## config.mk

```make
export PLATFORM = sky130hd
export DESIGN_NAME = utf8_to_wide_decoder_top
export DESIGN_NICKNAME = d
export VERILOG_FILES = /design/src/rtl/u2w_pkg.sv /design/src/rtl/u2w_front.sv /design/src/rtl/u2w_queue.sv /design/src/rtl/u2w_back.sv /design/src/rtl/utf8_to_wide_decoder_top.sv
export SDC_FILE = /design/constraint.sdc
export NUM_CORES = 1
export LEC_CHECK = 0
export ABC_AREA = 1
export BUFFER_PORTS_ARGS = -buffer_cell sky130_fd_sc_hd__clkbuf_2
export CORE_ASPECT_RATIO = 0.9
export CORE_UTILIZATION = 25
export CTS_BUF_LIST = sky130_fd_sc_hd__clkbuf_4 sky130_fd_sc_hd__clkbuf_8
export DETAILED_ROUTE_END_ITERATION = 8
export GPL_TIMING_DRIVEN = 0
export RECOVER_POWER = 50
export REMOVE_ABC_BUFFERS = 1
export SLEW_MARGIN = 20
export SYNTH_ARGS = -nofsm -noshare
export SYNTH_HDL_FRONTEND = slang
export SYNTH_SLANG_ARGS = --single-unit
```

## constraint.sdc

```tcl
create_clock -name i_clk -period 3.62 [get_ports i_clk]
set_input_delay 0.724 -clock i_clk [delete_from_list [all_inputs] [get_ports i_clk]]
set_output_delay 0.724 -clock i_clk [all_outputs]
set_load 0.01 [all_outputs]
```

## src/rtl/u2w_pkg.sv

```systemverilog
package u2w_pkg;

    localparam int unsigned U2W_QUEUE_DEPTH = 4;

    localparam int unsigned CODE_W = 21;

    localparam logic [7:0]        LEAD_TWO_MIN   = 8'h80;
    localparam logic [7:0]        LEAD_THREE_MIN = 8'hE0;
    localparam logic [7:0]        LEAD_FOUR_MIN  = 8'hF0;
    localparam logic [5:0]        LEAD_MASK      = 6'h3F;
    localparam logic [CODE_W-1:0] SUPP_MIN       = 21'h10000;
    localparam logic [CODE_W-1:0] HI_SURR_BASE   = 21'h0D800;
    localparam logic [CODE_W-1:0] LO_SURR_BASE   = 21'h0DC00;

    typedef struct packed {
        logic [CODE_W-1:0] code;
        logic              done;
    } t_code_entry;

endpackage

```

## src/rtl/u2w_front.sv

```systemverilog
module u2w_front (
    input  logic                 i_clk,
    input  logic                 i_rst_n,
    input  logic                 i_push,
    input  logic [7:0]           i_data_byte,
    input  logic                 i_end_of_string,
    input  logic                 i_q_full,
    output logic                 o_wr_en,
    output u2w_pkg::t_code_entry o_wr_entry
);
    import u2w_pkg::*;

    logic [CODE_W-1:0] r_acc, n_acc;
    logic [1:0]        r_remaining, n_remaining;
    logic              accept;
    logic [1:0]        extra;
    logic [CODE_W-1:0] code;
    logic              emit;

    assign accept = i_push && !i_q_full;

    always_comb begin
        extra = 2'd0;
        code = '0;
        emit = 1'b0;
        n_acc = r_acc;
        n_remaining = r_remaining;
        if (r_remaining == 2'd0) begin
            if (i_data_byte < LEAD_TWO_MIN) begin
                extra = 2'd0;
            end else if (i_data_byte < LEAD_THREE_MIN) begin
                extra = 2'd1;
            end else if (i_data_byte < LEAD_FOUR_MIN) begin
                extra = 2'd2;
            end else begin
                extra = 2'd3;
            end
            if (extra == 2'd0) begin
                code = {13'd0, i_data_byte};
            end else begin
                code = {15'd0, i_data_byte[5:0] & (LEAD_MASK >> extra)};
            end
            emit = (extra == 2'd0) || i_end_of_string;
            n_remaining = emit ? 2'd0 : extra;
        end else begin
            code = {r_acc[CODE_W-7:0], i_data_byte[5:0]};
            n_remaining = r_remaining - 2'd1;
            emit = (n_remaining == 2'd0) || i_end_of_string;
            if (emit) begin
                n_remaining = 2'd0;
            end
        end
        n_acc = emit ? '0 : code;
    end

    always_ff @(posedge i_clk) begin
        if (!i_rst_n) begin
            r_acc <= '0;
            r_remaining <= 2'd0;
        end else if (accept) begin
            r_acc <= n_acc;
            r_remaining <= n_remaining;
        end
    end

    assign o_wr_en = accept && emit;
    assign o_wr_entry.code = code;
    assign o_wr_entry.done = i_end_of_string;

endmodule

```

## src/rtl/u2w_queue.sv

```systemverilog
module u2w_queue #(
    parameter int unsigned DEPTH = u2w_pkg::U2W_QUEUE_DEPTH
) (
    input  logic                 i_clk,
    input  logic                 i_rst_n,
    input  logic                 i_wr_en,
    input  u2w_pkg::t_code_entry i_wr_entry,
    input  logic                 i_rd_en,
    output u2w_pkg::t_code_entry o_rd_entry,
    output logic                 o_full,
    output logic                 o_empty
);
    import u2w_pkg::*;

    localparam int unsigned PTR_W = (DEPTH > 1) ? $clog2(DEPTH) : 1;
    localparam int unsigned CNT_W = $clog2(DEPTH + 1);

    t_code_entry      r_mem [DEPTH];
    logic [PTR_W-1:0] r_wr_ptr, r_rd_ptr;
    logic [CNT_W-1:0] r_count;
    logic             do_wr, do_rd;

    assign o_full  = (r_count == CNT_W'(DEPTH));
    assign o_empty = (r_count == '0);
    assign do_wr   = i_wr_en && !o_full;
    assign do_rd   = i_rd_en && !o_empty;
    assign o_rd_entry = r_mem[r_rd_ptr];

    always_ff @(posedge i_clk) begin
        if (do_wr) begin
            r_mem[r_wr_ptr] <= i_wr_entry;
        end
    end

    always_ff @(posedge i_clk) begin
        if (!i_rst_n) begin
            r_wr_ptr <= '0;
            r_rd_ptr <= '0;
            r_count <= '0;
        end else begin
            if (do_wr) begin
                r_wr_ptr <= (r_wr_ptr == PTR_W'(DEPTH - 1)) ? '0 : r_wr_ptr + 1'b1;
            end
            if (do_rd) begin
                r_rd_ptr <= (r_rd_ptr == PTR_W'(DEPTH - 1)) ? '0 : r_rd_ptr + 1'b1;
            end
            if (do_wr && !do_rd) begin
                r_count <= r_count + 1'b1;
            end else if (do_rd && !do_wr) begin
                r_count <= r_count - 1'b1;
            end
        end
    end

endmodule

```

## src/rtl/u2w_back.sv

```systemverilog
module u2w_back (
    input  logic                 i_clk,
    input  logic                 i_rst_n,
    input  logic                 i_utf16_mode,
    input  u2w_pkg::t_code_entry i_rd_entry,
    input  logic                 i_q_empty,
    output logic                 o_rd_en,
    input  logic                 i_pop,
    output logic                 o_empty,
    output logic [20:0]          o_code_unit,
    output logic                 o_last_of_item,
    output logic                 o_string_done
);
    import u2w_pkg::*;

    logic              r_valid;
    logic [CODE_W-1:0] r_code;
    logic              r_last;
    logic              r_done;
    logic              r_pend_valid;
    logic [CODE_W-1:0] r_pend_code;
    logic              r_pend_done;

    logic              out_free;
    logic              split;
    logic [CODE_W-1:0] offset;
    logic [CODE_W-1:0] hi_unit, lo_unit;

    assign out_free = !r_valid || i_pop;
    assign o_rd_en  = out_free && !r_pend_valid && !i_q_empty;
    assign split    = i_utf16_mode && (i_rd_entry.code >= SUPP_MIN);
    assign offset   = i_rd_entry.code - SUPP_MIN;
    assign hi_unit  = HI_SURR_BASE + {10'd0, offset[20:10]};
    assign lo_unit  = LO_SURR_BASE + {11'd0, offset[9:0]};

    always_ff @(posedge i_clk) begin
        if (!i_rst_n) begin
            r_valid <= 1'b0;
            r_pend_valid <= 1'b0;
        end else if (out_free) begin
            if (r_pend_valid) begin
                r_valid <= 1'b1;
                r_pend_valid <= 1'b0;
            end else if (!i_q_empty) begin
                r_valid <= 1'b1;
                r_pend_valid <= split;
            end else begin
                r_valid <= 1'b0;
            end
        end
    end

    always_ff @(posedge i_clk) begin
        if (out_free) begin
            if (r_pend_valid) begin
                r_code <= r_pend_code;
                r_last <= 1'b1;
                r_done <= r_pend_done;
            end else if (split) begin
                r_code <= hi_unit;
                r_last <= 1'b0;
                r_done <= 1'b0;
                r_pend_code <= lo_unit;
                r_pend_done <= i_rd_entry.done;
            end else begin
                r_code <= i_rd_entry.code;
                r_last <= 1'b1;
                r_done <= i_rd_entry.done;
            end
        end
    end

    assign o_empty        = !r_valid;
    assign o_code_unit    = r_code;
    assign o_last_of_item = r_last;
    assign o_string_done  = r_done;

endmodule

```

## src/rtl/utf8_to_wide_decoder_top.sv

```systemverilog
// UTF-8 to wide code unit decoder.
// Input channel: present a byte on i_data_byte with i_end_of_string and raise push;
// the item is taken at a clock edge where full is low. One byte per cycle is accepted while full is low.
// Result channel: while empty is low the oldest code unit is on o_code_unit with
// o_last_of_item and o_string_done; raise pop to take it.
// A byte that completes a code, or ends the string, is written into a small queue when it
// is accepted; the output stage loads the code from the queue once it is free and all older
// codes have left the queue.
// Throughput is one result per cycle while pop is high, set by the single output register; a
// code that becomes a surrogate pair gives two results, the low one held in a pending register.
// When the receiver stalls, the queue fills and full rises; no item is dropped.
// Reset (synchronous, i_rst_n low) empties the queue and the output stage, closes any
// open sequence and sets UTF-16 mode. The mode register is written with i_cfg_we and
// should only change while no item is in flight.
module utf8_to_wide_decoder_top #(
    parameter int unsigned QUEUE_DEPTH = u2w_pkg::U2W_QUEUE_DEPTH
) (
    input  logic        i_clk,
    input  logic        i_rst_n,
    input  logic        i_cfg_we,
    input  logic        i_cfg_wdata,
    input  logic        push,
    output logic        full,
    input  logic [7:0]  i_data_byte,
    input  logic        i_end_of_string,
    output logic        empty,
    input  logic        pop,
    output logic [20:0] o_code_unit,
    output logic        o_last_of_item,
    output logic        o_string_done
);
    import u2w_pkg::*;

    logic        r_utf16_mode;
    logic        q_full, q_empty;
    logic        wr_en, rd_en;
    t_code_entry wr_entry, rd_entry;

    always_ff @(posedge i_clk) begin
        if (!i_rst_n) begin
            r_utf16_mode <= 1'b1;
        end else if (i_cfg_we) begin
            r_utf16_mode <= i_cfg_wdata;
        end
    end

    assign full = q_full;

    u2w_front u_front (
        .i_clk           (i_clk),
        .i_rst_n         (i_rst_n),
        .i_push          (push),
        .i_data_byte     (i_data_byte),
        .i_end_of_string (i_end_of_string),
        .i_q_full        (q_full),
        .o_wr_en         (wr_en),
        .o_wr_entry      (wr_entry)
    );

    u2w_queue #(
        .DEPTH (QUEUE_DEPTH)
    ) u_queue (
        .i_clk      (i_clk),
        .i_rst_n    (i_rst_n),
        .i_wr_en    (wr_en),
        .i_wr_entry (wr_entry),
        .i_rd_en    (rd_en),
        .o_rd_entry (rd_entry),
        .o_full     (q_full),
        .o_empty    (q_empty)
    );

    u2w_back u_back (
        .i_clk          (i_clk),
        .i_rst_n        (i_rst_n),
        .i_utf16_mode   (r_utf16_mode),
        .i_rd_entry     (rd_entry),
        .i_q_empty      (q_empty),
        .o_rd_en        (rd_en),
        .i_pop          (pop),
        .o_empty        (empty),
        .o_code_unit    (o_code_unit),
        .o_last_of_item (o_last_of_item),
        .o_string_done  (o_string_done)
    );

endmodule

```

==> flow_summary.yaml, run 1 <==
run_status:
  status: "completed"
global_routing:
  grt_overflow: 0
  grt_pass1_vias: 3904
  antenna_found_initial: 0
  grt_pass1_wl_um: 21000
  grt_use_total: 0.106
  grt_max_degree: 45
final_layout:
  final_cell_mix: "nand2_1 (163), edfxtp_1 (122), nand3_1 (59), inv_1 (50), nor2_1 (41)"
  fill_cells: 2563
  antenna_cells: 0
  final_common_cell: "nand2_1"
  drive_above_1_share: 0.133
  seqCellArea_um2: 4250
  multi_input_area_um2: 1830
  nets: 662
  synthToLayoutAreaGrowth_pct: 16.9
power_and_ir_drop:
  seqPwrFrac: 0.451
  p_total_uw: 5500
  ir_drop_v: 0.000230
  power.internal_uw: 3600
  p_clk_frac: 0.247
  p_leak_uw: 0.00275
  netSwitchingPower_uw: 1900
  p_sw_frac: 0.345
  comb_power_share: 0.303
  power_density_nw_per_um2: 735
cts:
  cts.clk_slew.worst_paths_ns: 0.07
  cts_tree: "yes"
  cts_buffer_depth: 2
  numCtsBuffers: 17
  clkLatencyLatePin_ns: 0.46
  cts_root_buf: "clkbuf_8"
  h-tree-depth: 4
  clock-sinks: 151
detailed_routing:
  drt_iter0_markers: 259
  antenna_left: 0
  dr.pass1.iters: 4
  viasPerCell: 4.16
  wl_per_cell_um: 13.5
  wl_um: 13400
  drc: 0
  vias: 4119
worst_hold_path:
  hp-class: "flop to flop"
floorplanning:
  die_w_um: 171
  fp-row-count: 55
  start_util: 0.255
  coreArea_um2: 25100
  ioPinCount: 40
  dieArea_um2: 26200
  die_h_um: 154
timing:
  fin_crit_sh: 0.916
  worst_pin_slew_ns: 0.891
  skew_ns: 0.0169
  tns_ns: 0
  final_max_slew_viol_count: 0
  max_freq_mhz: 302
  rsz0062_at_grt: "no"
  hold_viol: 0
  finalSetupViolCount: 0
  slew_headroom: 0.402
  finalCriticalPeriod_ns: 3.32
flow_run:
  cap_violations: 0
logic_synthesis:
  synth_cell_types: 42
  synth_cells: 592
  syn_avg_cell_area_um2: 10.8
  yosysSeqAreaShare: 0.663
  ys_ff_latch: 151
  netlist_area_um2: 6400
  synth_flop_cell: "edfxtp_1"
  synth-edff-count: 122
  async_reset_ff_frac: 0
  yosysWarnings: 0
worst_setup_path:
  crit_type: "flop to flop"
  end_kind: "flop"
  cp.required_ns: 3.73
  critPathLaunchType: "flop"
  crit_arrival_ns: 3.43
  cp_max_fo: 44
place:
  globalplace.congestion: 0.785
  numPortBuffers: 39
  place_hpwl_um: 8530
final cells by class:
class                   count  area share
multi-input cells         361       0.244
flip-flops and latches    151       0.568
repair buffers             51      0.0466
clock buffers              24      0.0408
clock inverters             8      0.0162
well taps                 342      0.0572
inverters                  54      0.0277
power groups by stage:
stage	Sequential, uW	Clock, uW	Combinational [uW]
after floorplan	2560	0	991
after global placement	2550	0	1550
after detailed placement	2520	0	1680
after CTS	2480	1380	1700
after global routing	2520	1440	1880
final	2480	1360	1660
Yosys cell counts, types with 2 or more instances:
master | count | area share
buf_6 | 5 | 0.0088
nor3_1 | 2 | 0.0016
nand2_1 | 163 | 0.096
nor2_2 | 2 | 0.0020
a21boi_0 | 2 | 0.0023
o22ai_1 | 2 | 0.0020
ha_1 | 10 | 0.020
xnor2_1 | 2 | 0.0027
nand3_2 | 9 | 0.014
edfxtp_1 | 122 | 0.57
a211oi_1 | 2 | 0.0023
nor2_1 | 45 | 0.026
inv_2 | 2 | 0.0012
nand2_2 | 4 | 0.0039
nand2_4 | 2 | 0.0035
buf_4 | 2 | 0.0023
clkbuf_1 | 5 | 0.0029
nand3_1 | 59 | 0.046
nand4_1 | 10 | 0.0098
a21oi_1 | 21 | 0.016
buf_2 | 12 | 0.0094
o21ai_0 | 12 | 0.0094
inv_1 | 50 | 0.029
dfxtp_1 | 29 | 0.091
repair_timing:
item / in CTS / in global routing
resized for setup: 2 / 2
endpoints found under the setup margin: 21 / 11
pin swaps: 0 / 1
hold buffers: 0 / 0
setup buffers: 0 / 5
per-layer routing:
layer  track usage  vias to the layer above  share of wire
li1              -                     2083              -
met4        0.0438                        0          0.015
met1         0.133                     1931           0.46
met2         0.174                       89           0.48
met5             0                        -              0
met3        0.0281                       16          0.047
state kept, by name, summed over array words and instances (netlist names), named ones only:
signal / count
u_back.o_string_done: 1
u_back.o_last_of_item: 1
u_queue.r_count: 3
u_front.r_remaining: 2
u_back.r_pend_code: 10
u_back.o_code_unit: 21
u_back.r_valid: 1
u_queue.r_wr_ptr: 2
u_queue.r_rd_ptr: 2
u_queue.r_mem: 88
u_back.r_pend_done: 1
u_back.r_pend_valid: 1
r_utf16_mode: 1
u_front.r_acc: 15
worst paths after layout:
check	startpoint	end	slack, ns	depth (start not counted)
worst min register to register	u_front.r_acc[4]$_SDFFE_PN0N_	u_front.r_acc[4]$_SDFFE_PN0N_	0.47	2
worst max register to register	flop	u_back.r_pend_code[6]$_DFFE_PP_	0.30	15
worst min-delay path	u_front.r_acc[4]$_SDFFE_PN0N_	u_front.r_acc[4]$_SDFFE_PN0N_	0.47	2
worst max-delay path	flop	u_back.r_pend_code[6]$_DFFE_PP_	0.30	15
per-stage QoR:
stage / worst slack, ns / hold WS (ns) / instances / cell area (um^2) / utilization
floorplan: 0.269 / 0.445 / 566 / 6230 / -
global placement: -1.19 / 0.453 / 947 / 6860 / 0.273
detailed placement: -0.665 / 0.455 / 954 / 7050 / 0.281
CTS: 0.00561 / 0.438 / 986 / 7480 / 0.298
global route: 0.0278 / 0.456 / 991 / 7490 / 0.298
finish: 0.305 / 0.466 / 991 / 7490 / 0.298
worst max-delay path: stages, from the launching register on:
cell and delay [ns]:
dfxtp_2 0.45, buf_16 0.23, inv_6 0.26, nand2_1 0.08, nand3_1 0.08, nand2_1 0.14, inv_1 0.15, ha_1 0.16
nand2_1 0.05, nor2_1 0.11, nand2_1 0.09, o21bai_4 0.27, nand2_4 0.21, nand2_4 0.20, nand2_2 0.13, nor2_4 0.31
cell families (layout without fill, tap and decap cells):
family,after synthesis,count (layout),synth area share
XOR/XNOR,3,3,0.00411
flip-flops,151,151,0.663
adder cells (fa/ha/maj),11,11,0.0227
AND/OR/NAND/NOR,299,299,0.207
buffers and inverters,80,137,0.0584
AO/OA/AOI/OAI,48,48,0.0450
Power figures use the tool's default switching activity.
==> run 2: changes to the inputs <==
==> constraint.sdc (replaced) <==
create_clock -name i_clk -period 3.62 [get_ports i_clk]
set_input_delay 0.181 -clock i_clk [delete_from_list [all_inputs] [get_ports i_clk]]
set_output_delay 0.181 -clock i_clk [all_outputs]
set_load 0.01 [all_outputs]
==> flow_summary.yaml, run 2 (same netlist as run 1, synthesis figures left out) <==
run_status:
  status: "completed"
timing:
  hold_viol: 0
  slew_headroom: 0.400
  max_freq_mhz: 302
  final_max_slew_viol_count: 0
  skew_ns: 0.00996
  fin_crit_sh: 0.916
  rsz0062_at_grt: "no"
  finalSetupViolCount: 0
  finalCriticalPeriod_ns: 3.32
  holdWs_ns: 0.0499
  tns_ns: 0
  worst_pin_slew_ns: 0.895
final_layout:
  antenna_cells: 0
  largest_register_ffs: 88
  instances_no_fill: 997
  final_cell_mix: "nand2_1 (163), edfxtp_1 (122), nand3_1 (59), inv_1 (50), nor2_1 (41)"
  final_common_cell: "nand2_1"
  regMostFlops: "u_queue.r_mem"
  fill_cells: 2561
  fin_area_um2: 7550
  synthToLayoutAreaGrowth_pct: 17.9
  nets: 668
  drive_above_1_share: 0.131
worst_setup_path:
  cp.required_ns: 3.73
  end_kind: "flop"
  critPathLaunchType: "flop"
  crit_type: "flop to flop"
  cp_max_fo: 44
  crit_arrival_ns: 3.43
  reg2reg_depth: 15
  rr_endpoint: "u_back.r_pend_code[6]$_DFFE_PP_"
  r2r_setup_slack_ns: 0.30
global_routing:
  grt_overflow: 0
  grt_pass1_wl_um: 21100
  grt_use_total: 0.107
  grt_pass1_vias: 3932
  grt_max_degree: 45
  antenna_found_initial: 0
worst_hold_path:
  hp-class: "input pin to flop"
  min_from: "i_rst_n"
  hold_depth: 3
  hold_end: "u_queue.r_count[1]$_SDFFE_PN0P_"
cts:
  clkLatencyLatePin_ns: 0.45
  h-tree-depth: 4
  cts_buffer_depth: 2
  cts_root_buf: "clkbuf_8"
  cts_tree: "yes"
  numCtsBuffers: 17
  clock-sinks: 151
  cts.clk_slew.worst_paths_ns: 0.07
floorplanning:
  coreArea_um2: 25100
  die_w_um: 171
  start_util: 0.255
  die_h_um: 154
  fp-row-count: 55
  dieArea_um2: 26200
  ioPinCount: 40
power_and_ir_drop:
  power.internal_uw: 3610
  p_leak_uw: 0.00277
  netSwitchingPower_uw: 1890
  ir_drop_v: 0.000230
  p_sw_frac: 0.344
  seqPwrFrac: 0.451
  comb_power_share: 0.304
  p_clk_frac: 0.246
  power_density_nw_per_um2: 729
place:
  numPortBuffers: 39
  dpl-instance-area_um2: 7050
  dp.cells: 954
  globalplace.congestion: 0.785
  place_hpwl_um: 8530
detailed_routing:
  viasPerCell: 4.13
  vias: 4118
  wl_um: 13400
  dr.pass1.iters: 4
  drc: 0
  drt_iter0_markers: 277
  antenna_left: 0
  wl_per_cell_um: 13.5
flow_run:
  cap_violations: 0
[run 2: cell count changes in the layout (fill, tap and decap cells not counted), sizes merged]
cell | previous run | this run
dlygate4sd3 | 0 | 6
[run 2: power groups by stage]
stage                     Clock [uW]  Combinational [uW]  Sequential [uW]
after detailed placement           0                1680             2520
after global placement             0                1550             2550
after floorplan                    0                 991             2560
final                           1350                1670             2480
after global routing            1440                1890             2520
after CTS                       1380                1700             2480
[run 2: how the worst max path moves through the flow]
stage | depth (start not counted) | start | endpoint | slack (ns)
floorplan | 13 | flop | u_back.r_pend_code[0]$_DFFE_PP_ | 0.27
global placement | 13 | flop | u_back.r_pend_code[7]$_DFFE_PP_ | -1.06
detailed placement | 13 | flop | u_back.r_pend_code[7]$_DFFE_PP_ | -0.67
CTS | 13 | flop | u_back.r_pend_code[3]$_DFFE_PP_ | 0.006
global route | 15 | flop | u_back.r_pend_code[3]$_DFFE_PP_ | 0.03
finish | 15 | flop | u_back.r_pend_code[6]$_DFFE_PP_ | 0.30
[run 2: layout make-up]
type	count	area, um^2	share of cell area
multi-input cells	361	1830	0.242
inverters	54	208	0.0275
well taps	342	428	0.0567
repair buffers	57	409	0.0542
clock inverters	8	121	0.0161
flip-flops and latches	151	4250	0.563
clock buffers	24	305	0.0405
[run 2: routing by layer]
metal | GRT usage | vias to the layer above | part of all wire
met1 | 0.133 | 1929 | 0.46
li1 | - | 2094 | -
met4 | 0.0438 | 0 | 0.0075
met3 | 0.0273 | 8 | 0.051
met2 | 0.174 | 87 | 0.48
met5 | 0 | - | 0
[run 2: per-stage QoR]
step,setup WS [ns],utilization,total power (uW)
2_1_floorplan,0.269,-,3550
3_3_place_gp,-1.06,0.273,4100
3_5_place_dp,-0.665,0.281,4200
4_1_cts,0.00561,0.300,5560
5_1_grt,0.0278,0.300,5850
6_report,0.305,0.300,5500
[run 2: timing repair]
action	CTS	global route
endpoints found under the setup margin	21	11
buffers inserted	0	5
pin swaps	0	1
hold buffers	6	0
resized for setup	2	2
hold endpoints to repair	18	0
[run 2: worst max-delay path: stages, from the launching register on]
cell	delay (ns)
dfxtp_2	0.45
buf_16	0.23
inv_6	0.27
nand2_1	0.08
nand3_1	0.08
nand2_1	0.15
inv_1	0.15
ha_1	0.16
nand2_1	0.06
nor2_1	0.11
nand2_1	0.09
o21bai_4	0.27
nand2_4	0.21
nand2_4	0.19
nand2_2	0.12
nor2_4	0.33
